## config.mk

```make
export PLATFORM = sky130hd
export DESIGN_NAME = telnet_command_stripper_unit
export DESIGN_NICKNAME = d
export VERILOG_FILES = /design/src/hw/rtl/tcs_pkg.sv /design/src/hw/rtl/tcs_front.sv /design/src/hw/rtl/tcs_cmd_queue.sv /design/src/hw/rtl/tcs_back.sv /design/src/hw/rtl/telnet_command_stripper_unit.sv
export VERILOG_INCLUDE_DIRS = /design/src /design/src/hw/rtl
export SDC_FILE = /design/constraint.sdc
export NUM_CORES = 1
export LEC_CHECK = 0
export ABC_AREA = 1
export BUFFER_PORTS_ARGS = -buffer_cell sky130_fd_sc_hd__buf_4
export CORE_MARGIN = 2
export CORE_UTILIZATION = 35
export CTS_BUF_LIST = sky130_fd_sc_hd__clkbuf_8 sky130_fd_sc_hd__clkbuf_16
export DETAILED_ROUTE_END_ITERATION = 10
export PLACE_DENSITY = 0.57
export SETUP_SLACK_MARGIN = 0.02
export SYNTH_ARGS = -nofsm -noshare
export SYNTH_HDL_FRONTEND = slang
export SYNTH_SLANG_ARGS = --single-unit
```

## constraint.sdc

```tcl
create_clock -name clk -period 3.4 [get_ports clk]
set_input_delay 0.34 -clock clk [delete_from_list [all_inputs] [get_ports clk]]
set_output_delay 0.34 -clock clk [all_outputs]
set_load 0.005 [all_outputs]
```

## src/hw/rtl/telnet_command_stripper_unit_defines.svh

```systemverilog
// Assertion macros for the telnet command stripper unit.
`ifndef TELNET_COMMAND_STRIPPER_UNIT_DEFINES_SVH
`define TELNET_COMMAND_STRIPPER_UNIT_DEFINES_SVH

`ifndef NO_ASSERTIONS

// Same-cycle implication, disabled during reset.
`define TCS_ASSERT_NOW(label, clk, rst_n, ante, cons, msg) \
	label: assert property (@(posedge clk) disable iff (!(rst_n)) (ante) |-> (cons)) \
		else $error(msg);

// Next-cycle implication, disabled during reset.
`define TCS_ASSERT_NEXT(label, clk, rst_n, ante, cons, msg) \
	label: assert property (@(posedge clk) disable iff (!(rst_n)) (ante) |=> (cons)) \
		else $error(msg);

`else

`define TCS_ASSERT_NOW(label, clk, rst_n, ante, cons, msg)
`define TCS_ASSERT_NEXT(label, clk, rst_n, ante, cons, msg)

`endif

`endif

```

## src/hw/rtl/tcs_pkg.sv

```systemverilog
// Shared types, telnet codes and reply tables for the telnet command stripper.
package tcs_pkg;

	localparam logic [7:0] CMD_IAC  = 8'd255;
	localparam logic [7:0] CMD_DONT = 8'd254;
	localparam logic [7:0] CMD_DO   = 8'd253;
	localparam logic [7:0] CMD_WONT = 8'd252;
	localparam logic [7:0] CMD_WILL = 8'd251;
	localparam logic [7:0] CMD_SB   = 8'd250;
	localparam logic [7:0] CMD_AYT  = 8'd246;

	localparam int AYT_LEN = 9;
	localparam int IDX_W   = $clog2(AYT_LEN);

	localparam logic [7:0] AYT_REPLY [AYT_LEN] = '{
		8'h0D, 8'h0A, 8'h5B, 8'h59, 8'h45, 8'h53, 8'h5D, 8'h0D, 8'h0A
	};

	typedef enum logic [1:0] {
		K_DATA,
		K_WONT,
		K_DONT,
		K_AYT
	} cmd_kind_t;

	typedef struct packed {
		cmd_kind_t  kind;
		logic [7:0] value;
	} cmd_t;

	typedef struct packed {
		logic valid;
		cmd_t cmd;
	} cmd_req_t;

	function automatic logic [IDX_W-1:0] last_idx(input cmd_kind_t kind);
		logic [IDX_W-1:0] r;
		unique case (kind)
			K_DATA:         r = IDX_W'(0);
			K_WONT, K_DONT: r = IDX_W'(2);
			K_AYT:          r = IDX_W'(AYT_LEN - 1);
			default:        r = IDX_W'(0);
		endcase
		return r;
	endfunction

	function automatic logic [7:0] reply_byte(input cmd_t cmd, input logic [IDX_W-1:0] idx);
		logic [7:0] r;
		unique case (cmd.kind)
			K_DATA: r = cmd.value;
			K_WONT, K_DONT: begin
				if (idx == IDX_W'(0)) begin
					r = CMD_IAC;
				end else if (idx == IDX_W'(1)) begin
					r = (cmd.kind == K_WONT) ? CMD_WONT : CMD_DONT;
				end else begin
					r = cmd.value;
				end
			end
			K_AYT:   r = AYT_REPLY[idx];
			default: r = cmd.value;
		endcase
		return r;
	endfunction

endpackage

```

## src/hw/rtl/tcs_front.sv

```systemverilog
// Front end: telnet parse state machine that classifies each received byte.
module tcs_front (
	input  logic              clk,
	input  logic              arst_n,
	input  logic              accept,
	input  logic [7:0]        rx_byte,
	output tcs_pkg::cmd_req_t cmd_req
);

	typedef enum logic [7:0] {
		ST_DATA  = 8'b0000_0001,
		ST_IAC   = 8'b0000_0010,
		ST_SB    = 8'b0000_0100,
		ST_SBIAC = 8'b0000_1000,
		ST_DO    = 8'b0001_0000,
		ST_DONT  = 8'b0010_0000,
		ST_WILL  = 8'b0100_0000,
		ST_WONT  = 8'b1000_0000
	} parse_state_t;

	parse_state_t state_q;
	parse_state_t state_d;

	always_comb begin
		state_d           = state_q;
		cmd_req.valid     = 1'b0;
		cmd_req.cmd.kind  = tcs_pkg::K_DATA;
		cmd_req.cmd.value = rx_byte;
		unique case (state_q)
			ST_DATA: begin
				if (rx_byte == tcs_pkg::CMD_IAC) begin
					state_d = ST_IAC;
				end else begin
					cmd_req.valid = 1'b1;
				end
			end
			ST_IAC: begin
				state_d = ST_DATA;
				priority if (rx_byte == tcs_pkg::CMD_DO) begin
					state_d = ST_DO;
				end else if (rx_byte == tcs_pkg::CMD_DONT) begin
					state_d = ST_DONT;
				end else if (rx_byte == tcs_pkg::CMD_WILL) begin
					state_d = ST_WILL;
				end else if (rx_byte == tcs_pkg::CMD_WONT) begin
					state_d = ST_WONT;
				end else if (rx_byte == tcs_pkg::CMD_SB) begin
					state_d = ST_SB;
				end else if (rx_byte == tcs_pkg::CMD_AYT) begin
					cmd_req.valid    = 1'b1;
					cmd_req.cmd.kind = tcs_pkg::K_AYT;
				end else if (rx_byte == tcs_pkg::CMD_IAC) begin
					// escaped 255 is data
					cmd_req.valid = 1'b1;
				end else begin
					state_d = ST_DATA;
				end
			end
			ST_SB: begin
				if (rx_byte == tcs_pkg::CMD_IAC) begin
					state_d = ST_SBIAC;
				end
			end
			ST_SBIAC: begin
				state_d = (rx_byte == tcs_pkg::CMD_IAC) ? ST_SB : ST_DATA;
			end
			ST_DO, ST_DONT: begin
				cmd_req.valid    = 1'b1;
				cmd_req.cmd.kind = tcs_pkg::K_WONT;
				state_d          = ST_DATA;
			end
			ST_WILL, ST_WONT: begin
				cmd_req.valid    = 1'b1;
				cmd_req.cmd.kind = tcs_pkg::K_DONT;
				state_d          = ST_DATA;
			end
			default: begin
				state_d = ST_DATA;
			end
		endcase
		if (!accept) begin
			cmd_req.valid = 1'b0;
		end
	end

	always_ff @(posedge clk or negedge arst_n) begin
		if (!arst_n) begin
			state_q <= ST_DATA;
		end else if (accept) begin
			state_q <= state_d;
		end
	end

endmodule

```

## src/hw/rtl/tcs_cmd_queue.sv

```systemverilog
// Short command queue between the parser and the reply sequencer.
module tcs_cmd_queue #(
	parameter int DEPTH = 4
) (
	input  logic              clk,
	input  logic              arst_n,
	input  tcs_pkg::cmd_req_t wr_req,
	output logic              full,
	input  logic              rd_pop,
	output tcs_pkg::cmd_req_t head
);

	localparam int PTR_W = (DEPTH > 1) ? $clog2(DEPTH) : 1;
	localparam int CNT_W = $clog2(DEPTH + 1);

	tcs_pkg::cmd_t    mem_q [DEPTH];
	logic [PTR_W-1:0] wr_ptr_q;
	logic [PTR_W-1:0] rd_ptr_q;
	logic [CNT_W-1:0] count_q;
	logic             do_rd;

	assign full       = (count_q == CNT_W'(DEPTH));
	assign head.valid = (count_q != CNT_W'(0));
	assign head.cmd   = mem_q[rd_ptr_q];
	assign do_rd      = rd_pop && head.valid;

	always_ff @(posedge clk) begin
		if (wr_req.valid) begin
			mem_q[wr_ptr_q] <= wr_req.cmd;
		end
	end

	always_ff @(posedge clk or negedge arst_n) begin
		if (!arst_n) begin
			wr_ptr_q <= '0;
			rd_ptr_q <= '0;
			count_q  <= '0;
		end else begin
			if (wr_req.valid) begin
				wr_ptr_q <= (wr_ptr_q == PTR_W'(DEPTH - 1)) ? '0 : wr_ptr_q + PTR_W'(1);
			end
			if (do_rd) begin
				rd_ptr_q <= (rd_ptr_q == PTR_W'(DEPTH - 1)) ? '0 : rd_ptr_q + PTR_W'(1);
			end
			if (wr_req.valid && !do_rd) begin
				count_q <= count_q + CNT_W'(1);
			end else if (!wr_req.valid && do_rd) begin
				count_q <= count_q - CNT_W'(1);
			end
		end
	end

endmodule

```

## src/hw/rtl/tcs_back.sv

```systemverilog
// Back end: expands queued commands into result bytes through an output register.
module tcs_back (
	input  logic              clk,
	input  logic              arst_n,
	input  tcs_pkg::cmd_req_t head,
	output logic              head_pop,
	input  logic              pop,
	output logic              empty,
	output logic [7:0]        out_byte,
	output logic              to_network,
	output logic              last_of_run
);

	logic [tcs_pkg::IDX_W-1:0] idx_q;
	logic                      out_valid_q;
	logic                      load;
	logic                      at_last;

	assign load     = head.valid && (!out_valid_q || pop);
	assign at_last  = (idx_q == tcs_pkg::last_idx(head.cmd.kind));
	assign head_pop = load && at_last;
	assign empty    = !out_valid_q;

	always_ff @(posedge clk or negedge arst_n) begin
		if (!arst_n) begin
			out_valid_q <= 1'b0;
			idx_q       <= '0;
		end else if (load) begin
			out_valid_q <= 1'b1;
			idx_q       <= at_last ? '0 : idx_q + tcs_pkg::IDX_W'(1);
		end else if (pop) begin
			out_valid_q <= 1'b0;
		end
	end

	always_ff @(posedge clk) begin
		if (load) begin
			out_byte    <= tcs_pkg::reply_byte(head.cmd, idx_q);
			to_network  <= (head.cmd.kind != tcs_pkg::K_DATA);
			last_of_run <= at_last;
		end
	end

endmodule

```

## src/hw/rtl/telnet_command_stripper_unit.sv

```systemverilog
// Top level of the telnet command stripper: parser, command queue, reply sequencer.
//
//   channel  | handshake        | payload
//   ---------+------------------+---------------------------------------
//   input    | push / full      | rx_byte
//   result   | empty / pop      | out_byte, to_network, last_of_run
//
// One received byte is taken per cycle while the command queue has room.
// The sequencer expands each command into result bytes: data gives one, a
// refusal three and an AYT reply nine; the sequencer output sets the rate.
// A taken byte's result is registered in the queue, then in the output register.
// Reset clears the parse state, queue pointers and output valid.
// A stalled result side fills the queue; full then stalls the input.
`include "telnet_command_stripper_unit_defines.svh"

module telnet_command_stripper_unit #(
	parameter int QUEUE_DEPTH = 4
) (
	input  logic       clk,
	input  logic       arst_n,
	input  logic       push,
	output logic       full,
	input  logic [7:0] rx_byte,
	output logic       empty,
	input  logic       pop,
	output logic [7:0] out_byte,
	output logic       to_network,
	output logic       last_of_run
);

	tcs_pkg::cmd_req_t wr_req;
	tcs_pkg::cmd_req_t head;
	logic              head_pop;
	logic              accept;

	assign accept = push && !full;

	tcs_front u_front (
		.clk     (clk),
		.arst_n  (arst_n),
		.accept  (accept),
		.rx_byte (rx_byte),
		.cmd_req (wr_req)
	);

	tcs_cmd_queue #(
		.DEPTH (QUEUE_DEPTH)
	) u_queue (
		.clk    (clk),
		.arst_n (arst_n),
		.wr_req (wr_req),
		.full   (full),
		.rd_pop (head_pop),
		.head   (head)
	);

	tcs_back u_back (
		.clk         (clk),
		.arst_n      (arst_n),
		.head        (head),
		.head_pop    (head_pop),
		.pop         (pop),
		.empty       (empty),
		.out_byte    (out_byte),
		.to_network  (to_network),
		.last_of_run (last_of_run)
	);

	`TCS_ASSERT_NOW(a_data_is_last, clk, arst_n, !empty && !to_network, last_of_run, "data result not last")
	`TCS_ASSERT_NOW(a_run_is_reply, clk, arst_n, !empty && !last_of_run, to_network, "multi-byte run not a reply")
	`TCS_ASSERT_NEXT(a_run_continues, clk, arst_n, !empty && pop && !last_of_run, !empty, "reply run broken")

endmodule

```

==> impl_metrics.csv <==
group,metric,value,unit
yosys,synth_cell_types,36,
yosys,yosysMostFrequentCell,"nand2_1",
clocking,cts_tree,"built",
worst_hold_path,min_path_type,"in -> reg",
die,core,9820,sq um
clocking,cts_root_buf,"clkbuf_8",
die,dieArea,11000,sq um
finish,utilization,42.8,%
worst_hold_path,hold_depth,1,
timing,rsz0062_at_grt,"false",
yosys,syn-num-nets,411,
timing,tns,0,ns
clocking,post_cts_resize_count,0,
timing,worst_slew_pin_slew,0.478,ns
yosys,synth_seq_cells,70,
timing,fin_crit_sh,86.8,%
global_routing,antenna_found_initial,0,
clocking,numClockSinks,70,
clocking,path_clk_slew,0.08,ns
routing,wl_per_cell,12.1,um
timing,slew_headroom,68.0,%
yosys,async_reset_ff_share,28.6,%
die,rows,36,
routing,drc,0,
timing,period_minus_slack,2.95,ns
worst_setup_path,worst-endpoint-arrival,3.18,ns
yosys,synth_flop_cell,"edfxtp_1",
power_and_ir_drop,swShare,37.1,%
finish,drive_above_1_share,15.5,%
yosys,synth_top_area_cell,"edfxtp_1",
finish,finalInstanceArea,4200,sq um
clocking,numCtsBuffers,9,
worst_hold_path,min_from,"rx_byte[4]",
run,max_cap_viol_count,0,
yosys,synth_area_leaders,"edfxtp_1 (42%), dfrtp_1 (13%), nand2_1 (12%)",
global_routing,grt_pass1_vias,2468,
yosys,ys_seq_area_share,56.4,%
place,placed_cell_area,3920,sq um
die,die_w,105,um
routing,drtIter0Drc,139,
timing,slew_violations,0,
finish,num_antenna_cells,0,
clocking,clk-insertion-delay-late,0.34,ns
worst_setup_path,critPathLaunchType,"register",
place,hpwl,4850,um
power_and_ir_drop,power.internal,2390,uW
global_routing,grtUsageTotal,13.2,%
routing,dr_total_vias,2606,
timing,hold_ws,0.216,ns
worst_setup_path,critPathMaxFanout,8,
clocking,post_cts_buffers,0,
routing,first_pass_iters,4,
clocking,cts-hold-fix-buffers,1,
status,status,"finished, final reports clean",
yosys,syn-mean-instance-area,9.25,sq um
yosys,syn_area,3550,sq um
routing,vias_per_cell,4.67,
global_routing,grt_overflow,0,
finish,area_growth,18.3,%
yosys,yosysWarnings,0,
clocking,h-tree-depth,3,
worst_setup_path,cp-end-kind,"register",
timing,fmax,339,MHz
global_routing,grt_max_degree,21,
timing,clock_skew,0.00916,ns
power_and_ir_drop,power.density,904,nW/um^2
worst_setup_path,r2r_start,"u_queue.rd_ptr_q[1]",
finish,nets,447,
worst_hold_path,holdPathEnd,"u_queue.mem_q[1][4]",
timing,setup_violations,0,
global_routing,grt_first_pass_wirelength,11500,um
worst_setup_path,rrSetupSlack,0.45,ns
place,port_buffers,23,
routing,wl,6760,um
clocking,clock_path_buffers,2,
yosys,syn-instance-count,384,
power_and_ir_drop,vdd.ir_drop.worst,319,uV
yosys,synth_edf_count,50,
power_and_ir_drop,p_clk_share,23.2,%
place,place_congestion,0.822,
power_and_ir_drop,p_switching,1410,uW
power_and_ir_drop,seq_power_share,34.8,%
worst_setup_path,timing.rr.end,"u_queue.count_q[1]",
place,preCtsSetupSlack,0.428,ns
die,die_h,105,um
power_and_ir_drop,p_leak,0.00182,uW
power_and_ir_drop,power_frac_comb,42.1,%
worst_setup_path,r2r_cells,14,
die,ios,24,
worst_setup_path,worstPathRequired,3.63,ns
routing,ant_nets,0,
yosys,synth_common_cells,"nand2_1 (112), edfxtp_1 (50), inv_1 (40)",
yosys,synth.top_cell.area_share,42.3,%
die,initial_core_util,36.2,%
timing,final-hold-violation-count,0,
worst_setup_path,path_class,"reg -> reg",
timing,worst_slack,0.450,ns
-- kinds of logic after synthesis --
family	count (synthesis)	share of synthesized area, %
xor gates and xnor gates	3	0.740
muxes	1	0.317
DFF	70	56.4
adders and majority gates	15	5.49
and+or+nand+nor	196	23.8
buffers and inverters	51	5.67
AOI/OAI and AO/OA	48	7.61
-- power groups by stage --
| stage | Clock [uW] | Combinational (uW) | Sequential (uW) |
|---|---|---|---|
| after floorplan | 0 | 1150 | 1310 |
| after global placement | 0 | 1580 | 1340 |
| after detailed placement | 0 | 1600 | 1340 |
| after CTS | 906 | 1610 | 1320 |
| after global routing | 942 | 1840 | 1350 |
| final | 880 | 1600 | 1320 |
-- state kept, by name (all words and copies together), names as in the netlist --
signal	count
u_back.out_valid_q	1
u_queue.count_q	3
u_queue.rd_ptr_q	2
u_back.idx_q	4
u_back.last_of_run	1
u_back.out_byte	8
u_front.state_q	8
u_back.to_network	1
u_queue.mem_q	40
u_queue.wr_ptr_q	2
-- placed cells by master, fill, tap and decap left out, types with 2 or more instances in the layout --
cell and n:
inv_1 40, inv_2 2, a22oi_1 3, nand2_1 112, a32oi_1 2, xor2_1 2
edfxtp_1 50, dfrtp_1 19, clkbuf_8 10, o21ai_0 16, nand2_2 4, nor3_1 3
nor2_1 38, buf_4 32, a32o_1 2, nor2_4 3, bufinv_16 4, ha_1 14
a21oi_1 15, nand3_1 26, o21ai_1 7, nor2_2 3
-- how the worst max path moves through the flow --
stage	startpoint	endpoint	slack, ns	depth (start not counted)
floorplan	u_queue.rd_ptr_q[0]	u_queue.count_q[1]	0.29	16
global placement	u_queue.rd_ptr_q[1]	u_queue.count_q[1]	0.53	14
detailed placement	u_queue.rd_ptr_q[1]	u_queue.count_q[1]	0.43	14
CTS	u_queue.rd_ptr_q[1]	u_queue.count_q[1]	0.42	14
global route	u_queue.rd_ptr_q[1]	u_queue.count_q[1]	0.19	14
finish	u_queue.rd_ptr_q[1]	u_queue.count_q[1]	0.45	14
-- worst max-delay path: stages (launching register included) --
cell and delay, ns:
dfrtp_1 0.47, inv_1 0.17, a21oi_1 0.06, a32oi_1 0.27, inv_1 0.11, ha_1 0.33, nor2_1 0.06, nor2_2 0.12
nand4_2 0.15, nor2_4 0.13, inv_1 0.05, ha_1 0.16, inv_1 0.09, fa_1 0.41, mux2_2 0.26
-- layout make-up --
cell class,instances,area (sq um)
Clock buffer,10,138
Timing Repair Buffer,33,250
Multi-Input combinational cell,263,1350
Tap cell,133,166
Inverter,43,164
Sequential cell,70,2000
Fill cell,964,5620
Clock inverter,6,133
-- per-stage QoR --
stage	power, uW	instances
after floorplan	2460	384
after global placement	2920	541
after detailed placement	2940	541
after CTS	3840	558
after global routing	4130	558
final	3800	558
-- layer usage --
| metal | vias up | GRT usage [%] | part of all wire [%] |
|---|---|---|---|
| li1 | 1335 | - | - |
| met1 | 1222 | 16.8 | 48 |
| met2 | 47 | 21.6 | 48 |
| met3 | 2 | 3.99 | 4.0 |
| met4 | 0 | 3.71 | 0.56 |
| met5 | - | 0 | 0 |
Power figures use the tool's default switching activity.
